**src/rtl/sglq_pkg.sv**
```systemverilog
// ----------------------------------------------------------------------------
// sglq_pkg
// Shared types and constants for the signal gated lane queues block.
// ----------------------------------------------------------------------------
package sglq_pkg;

  localparam int LANES          = 3;
  localparam int DEF_LANE_DEPTH = 8;

  localparam int ID_W   = 16;
  localparam int TIME_W = 8;
  localparam int ELA_W  = 16;
  localparam int STAT_W = 3;
  localparam int PH_W   = 2;

  // Item modes.
  localparam logic [1:0] MODE_ADD    = 2'd0;
  localparam logic [1:0] MODE_REMOVE = 2'd1;
  localparam logic [1:0] MODE_TICK   = 2'd2;

  // Lane code with no queue behind it.
  localparam logic [1:0] LANE_UNKNOWN = 2'd3;

  // Result status codes.
  localparam logic [STAT_W-1:0] ST_OK        = 3'd0;
  localparam logic [STAT_W-1:0] ST_FULL      = 3'd1;
  localparam logic [STAT_W-1:0] ST_EMPTY     = 3'd2;
  localparam logic [STAT_W-1:0] ST_NOT_GREEN = 3'd3;
  localparam logic [STAT_W-1:0] ST_UNKNOWN   = 3'd4;

  // Signal phases.
  localparam logic [PH_W-1:0] PH_RED    = 2'd0;
  localparam logic [PH_W-1:0] PH_GREEN  = 2'd1;
  localparam logic [PH_W-1:0] PH_YELLOW = 2'd2;

  // Configuration register indexes.
  localparam logic [1:0] CFG_RED    = 2'd0;
  localparam logic [1:0] CFG_GREEN  = 2'd1;
  localparam logic [1:0] CFG_YELLOW = 2'd2;

  // Reset values of the phase times.
  localparam logic [TIME_W-1:0] RED_RST    = 8'd10;
  localparam logic [TIME_W-1:0] GREEN_RST  = 8'd15;
  localparam logic [TIME_W-1:0] YELLOW_RST = 8'd5;

  typedef enum logic [1:0] {
    S_IDLE,
    S_EXEC,
    S_RESP
  } ctrl_state_t;

  typedef struct packed {
    logic capture;
    logic exec;
  } dp_cmd_t;

endpackage

```
**src/rtl/signal_gated_lane_queues_top.sv**
```systemverilog
// ----------------------------------------------------------------------------
// signal_gated_lane_queues_top
// Red, green, yellow signal that gates three vehicle ID queues.
// ----------------------------------------------------------------------------
// Usage:
//   An item (in_mode, in_lane, in_vehicle_id, in_elapsed) is taken at a
//   clock edge where start is high and busy is low. Add items queue an ID
//   in the truck, car or bike lane; remove items pop the lane head while
//   the signal is green; tick items run the phase timer down.
//   Exactly one result beat follows each item: out_valid is high for one
//   cycle, in the result state after the execute state, with status,
//   removed ID, phase and remaining time. The receiver cannot hold a
//   beat off. Each item passes through an execute state, where busy is
//   high, and a result state; start may be high during the result state,
//   so a new item can be taken while the last beat is on the ports. The
//   removed ID comes from a registered read of the lane memory.
//   Phase times are written on the cfg port (0 red, 1 green, 2 yellow)
//   while no item is in flight; a new time applies at the next phase load.
//   Reset (rst_n low, synchronous) restores red with 10 units left, the
//   default phase times and empty lanes. Queue contents are not cleared.
// ----------------------------------------------------------------------------
module signal_gated_lane_queues_top
  import sglq_pkg::*;
#(
  parameter int LANE_DEPTH = DEF_LANE_DEPTH
) (
  input  logic               clk,
  input  logic               rst_n,
  input  logic               start,
  output logic               busy,
  input  logic [1:0]         in_mode,
  input  logic [1:0]         in_lane,
  input  logic [ID_W-1:0]    in_vehicle_id,
  input  logic [ELA_W-1:0]   in_elapsed,
  output logic               out_valid,
  output logic [STAT_W-1:0]  out_status,
  output logic [ID_W-1:0]    out_removed_id,
  output logic [PH_W-1:0]    out_phase,
  output logic [TIME_W-1:0]  out_remaining,
  input  logic               cfg_we,
  input  logic [1:0]         cfg_index,
  input  logic [TIME_W-1:0]  cfg_wdata
);

  dp_cmd_t cmd;

  sglq_ctrl u_ctrl (
    .clk       (clk),
    .rst_n     (rst_n),
    .start     (start),
    .busy      (busy),
    .out_valid (out_valid),
    .cmd       (cmd)
  );

  sglq_dp #(
    .LANE_DEPTH (LANE_DEPTH)
  ) u_dp (
    .clk            (clk),
    .rst_n          (rst_n),
    .cmd            (cmd),
    .in_mode        (in_mode),
    .in_lane        (in_lane),
    .in_vehicle_id  (in_vehicle_id),
    .in_elapsed     (in_elapsed),
    .cfg_we         (cfg_we),
    .cfg_index      (cfg_index),
    .cfg_wdata      (cfg_wdata),
    .out_status     (out_status),
    .out_removed_id (out_removed_id),
    .out_phase      (out_phase),
    .out_remaining  (out_remaining)
  );

endmodule

```
**src/rtl/sglq_ctrl.sv**
```systemverilog
// ----------------------------------------------------------------------------
// sglq_ctrl
// Sequencer: accepts an item, runs an execute state, presents the result.
// ----------------------------------------------------------------------------
module sglq_ctrl
  import sglq_pkg::*;
(
  input  logic    clk,
  input  logic    rst_n,
  input  logic    start,
  output logic    busy,
  output logic    out_valid,
  output dp_cmd_t cmd
);

  ctrl_state_t state_r;
  ctrl_state_t state_nxt;

  always_ff @(posedge clk) begin
    if (!rst_n) begin
      state_r <= S_IDLE;
    end else begin
      state_r <= state_nxt;
    end
  end

  always_comb begin
    state_nxt = state_r;
    unique case (state_r)
      S_IDLE: begin
        if (start) state_nxt = S_EXEC;
      end
      S_EXEC: begin
        state_nxt = S_RESP;
      end
      S_RESP: begin
        // A new item may be taken while the result beat is on the ports.
        state_nxt = start ? S_EXEC : S_IDLE;
      end
      default: begin
        state_nxt = S_IDLE;
      end
    endcase
  end

  always_comb begin
    busy        = (state_r == S_EXEC);
    out_valid   = (state_r == S_RESP);
    cmd.exec    = (state_r == S_EXEC);
    cmd.capture = start && (state_r != S_EXEC);
  end

  a_accept_exec: assert property (@(posedge clk) disable iff (!rst_n)
    (start && !busy) |=> (state_r == S_EXEC))
    else $error("accepted item did not enter execute");

  a_resp_after_exec: assert property (@(posedge clk) disable iff (!rst_n)
    (state_r == S_RESP) |-> ($past(state_r) == S_EXEC))
    else $error("result beat without an execute cycle");

  a_single_beat: assert property (@(posedge clk) disable iff (!rst_n)
    out_valid |=> !out_valid)
    else $error("result beat held longer than one cycle");

endmodule

```
**src/rtl/sglq_dp.sv**
```systemverilog
// ----------------------------------------------------------------------------
// sglq_dp
// Datapath: phase timer, lane pointers and counts, and the lane ID memory.
// ----------------------------------------------------------------------------
module sglq_dp
  import sglq_pkg::*;
#(
  parameter int LANE_DEPTH = DEF_LANE_DEPTH
) (
  input  logic               clk,
  input  logic               rst_n,
  input  dp_cmd_t            cmd,
  input  logic [1:0]         in_mode,
  input  logic [1:0]         in_lane,
  input  logic [ID_W-1:0]    in_vehicle_id,
  input  logic [ELA_W-1:0]   in_elapsed,
  input  logic               cfg_we,
  input  logic [1:0]         cfg_index,
  input  logic [TIME_W-1:0]  cfg_wdata,
  output logic [STAT_W-1:0]  out_status,
  output logic [ID_W-1:0]    out_removed_id,
  output logic [PH_W-1:0]    out_phase,
  output logic [TIME_W-1:0]  out_remaining
);

  localparam int PW    = (LANE_DEPTH > 1) ? $clog2(LANE_DEPTH) : 1;
  localparam int CW    = $clog2(LANE_DEPTH + 1);
  localparam int SW    = CW + 1;
  localparam int TOTAL = LANES * LANE_DEPTH;
  localparam int AW    = $clog2(TOTAL);

  // Captured item.
  logic [1:0]        mode_r;
  logic [1:0]        lane_r;
  logic [ID_W-1:0]   id_r;
  logic [ELA_W-1:0]  elapsed_r;

  // Phase times and signal state.
  logic [TIME_W-1:0] red_r;
  logic [TIME_W-1:0] green_r;
  logic [TIME_W-1:0] yellow_r;
  logic [PH_W-1:0]   phase_r;
  logic [PH_W-1:0]   phase_nxt;
  logic [TIME_W-1:0] time_r;
  logic [TIME_W-1:0] time_nxt;

  // Lane queues.
  logic [PW-1:0]     head_r [LANES];
  logic [CW-1:0]     cnt_r  [LANES];
  logic [ID_W-1:0]   mem    [TOTAL];
  logic [ID_W-1:0]   rd_r;

  logic [STAT_W-1:0] status_r;
  logic [STAT_W-1:0] status_nxt;
  logic              rm_ok_r;
  logic              add_ok;
  logic              rm_ok;

  logic              lane_ok;
  logic [1:0]        li;
  logic [PW-1:0]     head_sel;
  logic [CW-1:0]     cnt_sel;
  logic [SW-1:0]     tail_sum;
  logic [PW-1:0]     tail_slot;
  logic [PW:0]       head_sum;
  logic [PW-1:0]     head_inc;
  logic [AW-1:0]     base;
  logic [AW-1:0]     waddr;
  logic [AW-1:0]     raddr;
  logic [CW+1:0]     tot_cnt;

  always_ff @(posedge clk) begin
    if (cmd.capture) begin
      mode_r    <= in_mode;
      lane_r    <= in_lane;
      id_r      <= in_vehicle_id;
      elapsed_r <= in_elapsed;
    end
  end

  always_ff @(posedge clk) begin
    if (!rst_n) begin
      red_r    <= RED_RST;
      green_r  <= GREEN_RST;
      yellow_r <= YELLOW_RST;
    end else if (cfg_we) begin
      priority case (cfg_index)
        CFG_RED:    red_r    <= cfg_wdata;
        CFG_GREEN:  green_r  <= cfg_wdata;
        CFG_YELLOW: yellow_r <= cfg_wdata;
        default: ;
      endcase
    end
  end

  always_comb begin
    lane_ok  = (lane_r != LANE_UNKNOWN);
    li       = lane_ok ? lane_r : 2'd0;
    head_sel = head_r[li];
    cnt_sel  = cnt_r[li];

    // Tail slot wraps around the lane; head plus count stays below twice the depth.
    tail_sum  = SW'(head_sel) + SW'(cnt_sel);
    tail_slot = (tail_sum >= SW'(LANE_DEPTH)) ? PW'(tail_sum - SW'(LANE_DEPTH))
                                              : PW'(tail_sum);
    head_sum  = (PW+1)'(head_sel) + (PW+1)'(1);
    head_inc  = (head_sum == (PW+1)'(LANE_DEPTH)) ? '0 : PW'(head_sum);

    base  = AW'(li) * AW'(LANE_DEPTH);
    waddr = base + AW'(tail_slot);
    raddr = base + AW'(head_sel);
  end

  always_comb begin
    status_nxt = ST_OK;
    add_ok     = 1'b0;
    rm_ok      = 1'b0;
    phase_nxt  = phase_r;
    time_nxt   = time_r;
    unique case (mode_r)
      MODE_ADD: begin
        if (!lane_ok) begin
          status_nxt = ST_UNKNOWN;
        end else if (cnt_sel == CW'(LANE_DEPTH)) begin
          status_nxt = ST_FULL;
        end else begin
          add_ok = 1'b1;
        end
      end
      MODE_REMOVE: begin
        if (!lane_ok) begin
          status_nxt = ST_UNKNOWN;
        end else if (phase_r != PH_GREEN) begin
          status_nxt = ST_NOT_GREEN;
        end else if (cnt_sel == '0) begin
          status_nxt = ST_EMPTY;
        end else begin
          rm_ok = 1'b1;
        end
      end
      MODE_TICK: begin
        if (elapsed_r >= ELA_W'(time_r)) begin
          // Overshoot is dropped; the next phase starts with its full time.
          unique case (phase_r)
            PH_RED: begin
              phase_nxt = PH_GREEN;
              time_nxt  = green_r;
            end
            PH_GREEN: begin
              phase_nxt = PH_YELLOW;
              time_nxt  = yellow_r;
            end
            default: begin
              phase_nxt = PH_RED;
              time_nxt  = red_r;
            end
          endcase
        end else begin
          time_nxt = time_r - TIME_W'(elapsed_r);
        end
      end
      default: ;
    endcase
  end

  always_ff @(posedge clk) begin
    if (!rst_n) begin
      phase_r <= PH_RED;
      time_r  <= RED_RST;
      for (int i = 0; i < LANES; i++) begin
        head_r[i] <= '0;
        cnt_r[i]  <= '0;
      end
    end else if (cmd.exec) begin
      phase_r <= phase_nxt;
      time_r  <= time_nxt;
      for (int i = 0; i < LANES; i++) begin
        if (li == 2'(i)) begin
          if (add_ok) begin
            cnt_r[i] <= cnt_r[i] + CW'(1);
          end else if (rm_ok) begin
            cnt_r[i]  <= cnt_r[i] - CW'(1);
            head_r[i] <= head_inc;
          end
        end
      end
    end
  end

  always_ff @(posedge clk) begin
    if (cmd.exec) begin
      status_r <= status_nxt;
      rm_ok_r  <= rm_ok;
      rd_r     <= mem[raddr];
      if (add_ok) begin
        mem[waddr] <= id_r;
      end
    end
  end

  assign out_status     = status_r;
  assign out_removed_id = rm_ok_r ? rd_r : '0;
  assign out_phase      = phase_r;
  assign out_remaining  = time_r;

  assign tot_cnt = (CW+2)'(cnt_r[0]) + (CW+2)'(cnt_r[1]) + (CW+2)'(cnt_r[2]);

  a_cnt_bound: assert property (@(posedge clk) disable iff (!rst_n)
    (cnt_r[0] <= CW'(LANE_DEPTH)) && (cnt_r[1] <= CW'(LANE_DEPTH))
      && (cnt_r[2] <= CW'(LANE_DEPTH)))
    else $error("lane count exceeds lane depth");

  a_gate_red: assert property (@(posedge clk) disable iff (!rst_n)
    (cmd.exec && mode_r == MODE_REMOVE && lane_ok && phase_r != PH_GREEN)
      |=> (status_r == ST_NOT_GREEN) && !rm_ok_r)
    else $error("remove not blocked outside green");

  a_add_count: assert property (@(posedge clk) disable iff (!rst_n)
    (cmd.exec && add_ok) |=> (tot_cnt == $past(tot_cnt) + (CW+2)'(1)))
    else $error("successful add did not grow the queued total");

endmodule
```
**config.mk**
```make
export PLATFORM = sky130hd
export DESIGN_NAME = signal_gated_lane_queues_top
export DESIGN_NICKNAME = d
export VERILOG_FILES = /design/src/rtl/sglq_pkg.sv /design/src/rtl/signal_gated_lane_queues_top.sv /design/src/rtl/sglq_ctrl.sv /design/src/rtl/sglq_dp.sv
export SDC_FILE = /design/constraint.sdc
export NUM_CORES = 1
export LEC_CHECK = 0
export BUFFER_PORTS_ARGS = -buffer_cell sky130_fd_sc_hd__clkbuf_2
export CORE_MARGIN = 8
export CORE_UTILIZATION = 60
export CTS_CLUSTER_DIAMETER = 60
export DETAILED_ROUTE_END_ITERATION = 16
export PLACE_DENSITY = 0.8
export SYNTH_ARGS = -nofsm -noshare
export SYNTH_HDL_FRONTEND = slang
export SYNTH_SLANG_ARGS = --single-unit
```
**constraint.sdc**
```tcl
create_clock -name clk -period 5.05 [get_ports clk]
set_clock_uncertainty 0.05 [all_clocks]
set_input_delay 1.515 -clock clk [delete_from_list [all_inputs] [get_ports clk]]
set_output_delay 1.515 -clock clk [all_outputs]
set_load 0.01 [all_outputs]
```
-- Word-level counts from Yosys, hierarchy flattened
Memory sizes are Yosys's and may differ from the RTL's. A register that Yosys moved wholly into a read port is not among the register bits.
Cells that the tools add are included.
- register bits after elaboration: 76
- latch bits: 0
- memory bits (writable): 405
- ROM bits: 0
- input bits: 50
- output and inout bits: 31
- word-level logic and storage cells: 127
- memories: 3
- $add $sub $neg: 12
- multipliers: 0
- divide/modulo/power cells: 0
- $lt $le $gt $ge: 2
- equal/unequal tests: 15
- shift operators: 0
- multiplexer cells: 62
- bitwise gates (word level): 9
- reduce and logical (&&, ||, !) cells: 12
- memories (memory ; depth ; bits a word ; read ports ; clocked after Yosys merged registers in ; wr ports ; RTL line ; source):
    u_dp.mem ; 24 ; 16 ; 1 ; 1 ; 1 ; sglq_dp.sv:50 ; logic [ID_W-1:0] mem [TOTAL];
    u_dp.cnt_r ; 3 ; 4 ; 4 ; 0 ; 3 ; sglq_dp.sv:49 ; logic [CW-1:0] cnt_r [LANES];
    u_dp.head_r ; 3 ; 3 ; 1 ; 0 ; 3 ; sglq_dp.sv:48 ; logic [PW-1:0] head_r [LANES];
- operator list (kind ; count):
    1-bit two-way mux ; 39
    3-bit two-way mux ; 8
    4-bit two-way mux ; 6
    16-bit by 8-bit greater-or-equal comparator with 1-bit output ; 1
    16-bit two-way mux ; 1
    8-bit case mux with 2 select lines ; 1
    4-bit by 1-bit adder with 4-bit output (second input constant) ; 3
    4-bit by 1-bit subtractor with 4-bit output (second input constant) ; 3
    5-bit by 3-bit adder with 5-bit output ; 2
    2-bit by 1-bit == test with 1-bit output (second input constant) ; 5
    2-bit zero test ; 5
    1-bit bitwise OR ; 9
    2-bit == test (second input constant) ; 4
    4-bit == test (second input constant) ; 2
    8-bit two-way mux ; 1
    2-bit AND reduction ; 4
    8-bit subtractor ; 1
    2-bit two-way mux ; 3
    2-bit case mux with 3 select lines ; 1
    3-bit case mux with 2 select lines ; 1
    3-bit by 4-bit adder with 5-bit output ; 1
    5-bit by 4-bit greater-or-equal comparator with 1-bit output (second input constant) ; 1
    3-bit by 1-bit adder with 4-bit output (second input constant) ; 1
    4-bit zero test ; 1
    6 further kinds ; 8

-- Logic depth before layout (Yosys ltp)
An unclocked memory read counts as a cell.
- word-level depth: 15
- depth in mapped cells: 15
- mapped depth without buffers: 14

-- Modules after synthesis
Synthesis repeated with hierarchy kept, for this count alone.
- cell total of the unflattened synthesis: 1098
- area, all modules: 20165.6 um^2
- by module, submodules not included (module ; times used ; cells each ; area each (um^2) ; seq. area each (um^2)):
    sglq_dp ; 1 ; 1089 ; 20078.0 ; 14523.9
    sglq_ctrl ; 1 ; 9 ; 87.6 ; 40.0

-- Least setup slack after synthesis
OpenSTA, ideal clock, no wires.
- path type: register -> register
- start point: register u_dp.lane_r[1]
- end point: memory u_dp.mem[10][0] (enable)
- setup time: 388 ps
- arrival: 3630 ps
- data required time: 4612 ps
- setup slack: 981 ps
- stages on the path, launching flop included: 16
- buffers on the path: 4
- clock period less this slack: 4069 ps
- path through: edfxtp_1 > inv_1 > ha_1 > buf_4 > mux2i_1 > nor2_1 > a21oi_4 > buf_6 > buf_6 > inv_1 > ha_1 > inv_1 > fa_1 > or3_1 > clkbuf_1 > nor2_1
- cells in the longest elaborated chain, start to end: 10
- elaborated cells on any way between the ends: 16
- those cells by class: add/sub (3); order compare (1); eq/ne (2); mux (8); memory (2)
- RTL lines (item ; RTL line ; source):
    start, declared ; sglq_dp.sv:34 ; logic [1:0] lane_r;
    start signal, assigned ; sglq_dp.sv:75 ; lane_r <= in_lane;
    parallel branches: the longest is 10 deep, another holds 3-bit by 4-bit adder with 5-bit output ; -- ;
    end, declared ; sglq_dp.sv:50 ;
Parallel ways; which one is timed is not known.

-- Worst setup path in the final report
- start point: register u_dp.lane_r[1]
- end point: memory u_dp.mem[23][14] (enable)
Same word-level chain as after synthesis.

==> impl_metrics.toml <==
[timing]
fin_crit_ns = 3.92
max_slew_margin = 0.245
setup_viol = 0
rsz0062_at_grt = "no"
worstMarginPinSlew_ns = 1.13
hold_viol_final = 0
fin_crit_sh = 0.777
drv_slew = 0
layout_setup_ws_ns = 1.13
tns_ns = 0
fmax_ghz = 0.255

[power_and_ir_drop]
pwr-share-comb = 0.060
peakVddDrop_v = 0.000298
totalPowerFinal_uw = 8600
p_switching_uw = 1850
power_density_nw_per_um2 = 379
sequentialPowerShare = 0.539
p_clk_frac = 0.401
p_leak_uw = 0.00799
p_int_uw = 6760
switching_share = 0.215

[drt]
drt-total-wl_um = 40400
ant_nets = 0
drt_pre_antenna_iters = 5
vias = 10300
wl_per_cell_um = 23.9
drt_iter0_markers = 903
drcViolationCount = 0
vias_per_cell = 6.09

[floorplan]
placementRows = 67
die_area_um2 = 39700
boundaryPins = 81
start_util = 0.606
die_y_um = 199
fp.dieW_um = 199
core_um2 = 33300

[clock_network]
cts_max_path_buffers = 3
postCtsSetupBuffers = 0
cts_tree = "done"
htreeDepth = 2
clock-sinks = 497
cts-resized-gates = 0
hold_buffers = 0
clkTransAtPathRegs_ns = 0.06
ctsRootBufferMaster = "clkbuf_16"
clk_latency_ns = 0.56
cts_made_buffers = 48

[synth]
synth_area_leader_cell = "edfxtp_1"
ys_seq_area_frac = 0.722
netlist_area_um2 = 20200
async_flop_share = 0
ys_warn_count = 0
yosys.area.top_type_share = 0.686
synth_area_leaders = "edfxtp_1 (69%), mux4_2 (11%), mux2i_1 (4.4%)"
synth_fp_nets = 1175
syn_area_per_cell_um2 = 18.5
synth-edff-count = 461
synth_cells = 1093
ys_seq_elements = 497
yosysUniqueCellTypes = 53
synth-main-ff-cell = "edfxtp_1"

[job]
max-cap-violations = 0

[cells_and_area]
final_nets = 1287
drive_above_1_share = 0.242
stdcell_area_um2 = 22700
num_antenna_cells = 0
fillers = 2067
syn_to_final_growth_pct = 12.5
final_util = 0.682

[setup_path]
cp-start-kind = "flip-flop"
crit_required_ns = 5.22
reg2reg_depth = 13
crit_type = "flip-flop to flip-flop"
ff2ff_setup_slack_ns = 1.13
worstPathMaxFanout = 16
cp-end-kind = "flip-flop"
critical_path_arrival_ns = 4.09

[worst_hold_path]
holdPathStages = 1
holdCritPathClass = "flip-flop to flip-flop"

[global_routing]
grt_pass1_wl_um = 62700
grt_pass1_vias = 10800
antenna_found_initial = 0
grt_max_degree = 98
grt.total_usage = 0.208
gr-total-overflow = 0

[status]
status = "finished clean"

[place]
dpl_cell_area_um2 = 21200
post-place-ws_ns = 1.07
io_buffers = 80
dpl.hpwl_um = 24100
gp_congestion = 0.815
cell usage after synthesis, types with 2 or more instances:
cell type and number:
a21boi_0 2, a21o_1 4, a21oi_1 30, a21oi_2 3, a22o_1 16, a31oi_1 5
and2_1 20, and3_1 5, buf_1 4, buf_2 16, buf_4 2, buf_6 10
clkbuf_1 18, dfxtp_1 36, edfxtp_1 461, fa_1 4, ha_1 28, inv_1 37
mux2_2 4, mux2i_1 89, mux4_2 96, nand2_1 39, nand2b_1 2, nand3_1 8
nand3b_1 6, nand4_1 3, nor2_1 60, nor2b_1 7, nor3_1 14, nor3b_1 2
o21a_1 3, o21ai_0 28, xnor2_1 6, xor2_1 6
final timing paths:
path / start / to
min: u_ctrl.state_r[0]$_SDFFE_PN0P_ / u_ctrl.state_r[0]$_SDFFE_PN0P_
min reg2reg: u_ctrl.state_r[0]$_SDFFE_PN0P_ / u_ctrl.state_r[0]$_SDFFE_PN0P_
max: u_dp.lane_r[1]$_DFFE_PP_ / u_dp.mem[23][14]$_DFFE_PP_
max reg2reg: u_dp.lane_r[1]$_DFFE_PP_ / u_dp.mem[23][14]$_DFFE_PP_
power by group through the flow:
stage	sequential, uW	combinational, uW	clock [uW]
5_1_grt	4640	554	3660
6_report	4640	514	3450
3_5_place_dp	4720	510	0
4_1_cts	4640	517	3510
3_3_place_gp	4710	499	0
2_1_floorplan	4690	383	0
final cells by class:
class | count | area [um2] | area share
Inverter | 37 | 139 | 0.00612
Multi-Input combinational cell | 509 | 5230 | 0.231
Tap cell | 448 | 561 | 0.0247
Timing Repair Buffer | 112 | 666 | 0.0293
Clock buffer | 56 | 1230 | 0.0543
Clock inverter | 33 | 294 | 0.0130
Sequential cell | 497 | 14600 | 0.642
layout by cell type (no fill, tap or decap), types with 4 or more instances in the layout:
cell type	netlist	layout
nor3_1	14	8
edfxtp_1	461	461
nand2_1	39	39
ha_1	28	28
mux4_2	96	96
dfxtp_1	36	36
mux2i_1	89	89
nand3_1	8	8
nand3b_1	6	6
fa_1	4	4
a31oi_1	5	5
bufinv_16	0	4
and2_1	20	20
buf_4	2	30
clkbuf_2	0	80
and3_1	5	5
a21o_1	4	4
mux2_2	4	4
clkbuf_1	18	8
nor3_2	0	6
nor2_1	60	60
inv_1	37	37
clkinv_2	0	11
a21oi_1	30	30
clkinv_1	0	11
xnor2_1	6	6
o21ai_0	28	28
clkbuf_16	0	48
xor2_1	6	6
nor2b_1	7	5
a22o_1	16	16
flip-flops by register name (all words and copies together), names as in the netlist, 3 cells and up:
signal and count:
u_dp.cnt_r 12, u_dp.elapsed_r 16, u_dp.green_r 8, u_dp.head_r 9, u_dp.id_r 16, u_dp.mem 384, u_dp.out_remaining 8, u_dp.out_status 3
u_dp.rd_r 16, u_dp.red_r 8, u_dp.yellow_r 8
per-layer routing:
metal  up-vias  track usage  share of wire
li1       4539            -              -
met2       449        0.347           0.49
met4         0       0.0635          0.021
met3        71       0.0364          0.073
met5         -            0              0
met1      5239        0.280           0.41
per-stage QoR:
stage,hold WS [ns],cells
after floorplan,0.354,1093
after global placement,0.364,1603
after detailed placement,0.376,1603
after CTS,0.384,1692
after global routing,0.409,1692
final,0.383,1692
cells by family after synthesis:
family,share of synthesized area
fa+ha+maj,0.0213
mux,0.154
flops,0.722
buf+inv,0.0213
xor+xnor,0.00521
simple gates,0.0414
compound gates,0.0344
worst max-delay path: stages, from the launching register on:
cell      delay (ns)
edfxtp_1        0.45
inv_1           0.11
ha_1            0.49
mux2i_1         0.17
nor2_1          0.20
a21oi_4         0.06
inv_1           0.14
ha_1            0.16
inv_1           0.04
fa_1            0.42
xor2_1          0.60
nand2_1         0.21
nor2_1          0.16
buf_4           0.31
Power figures use the tool's default switching activity.
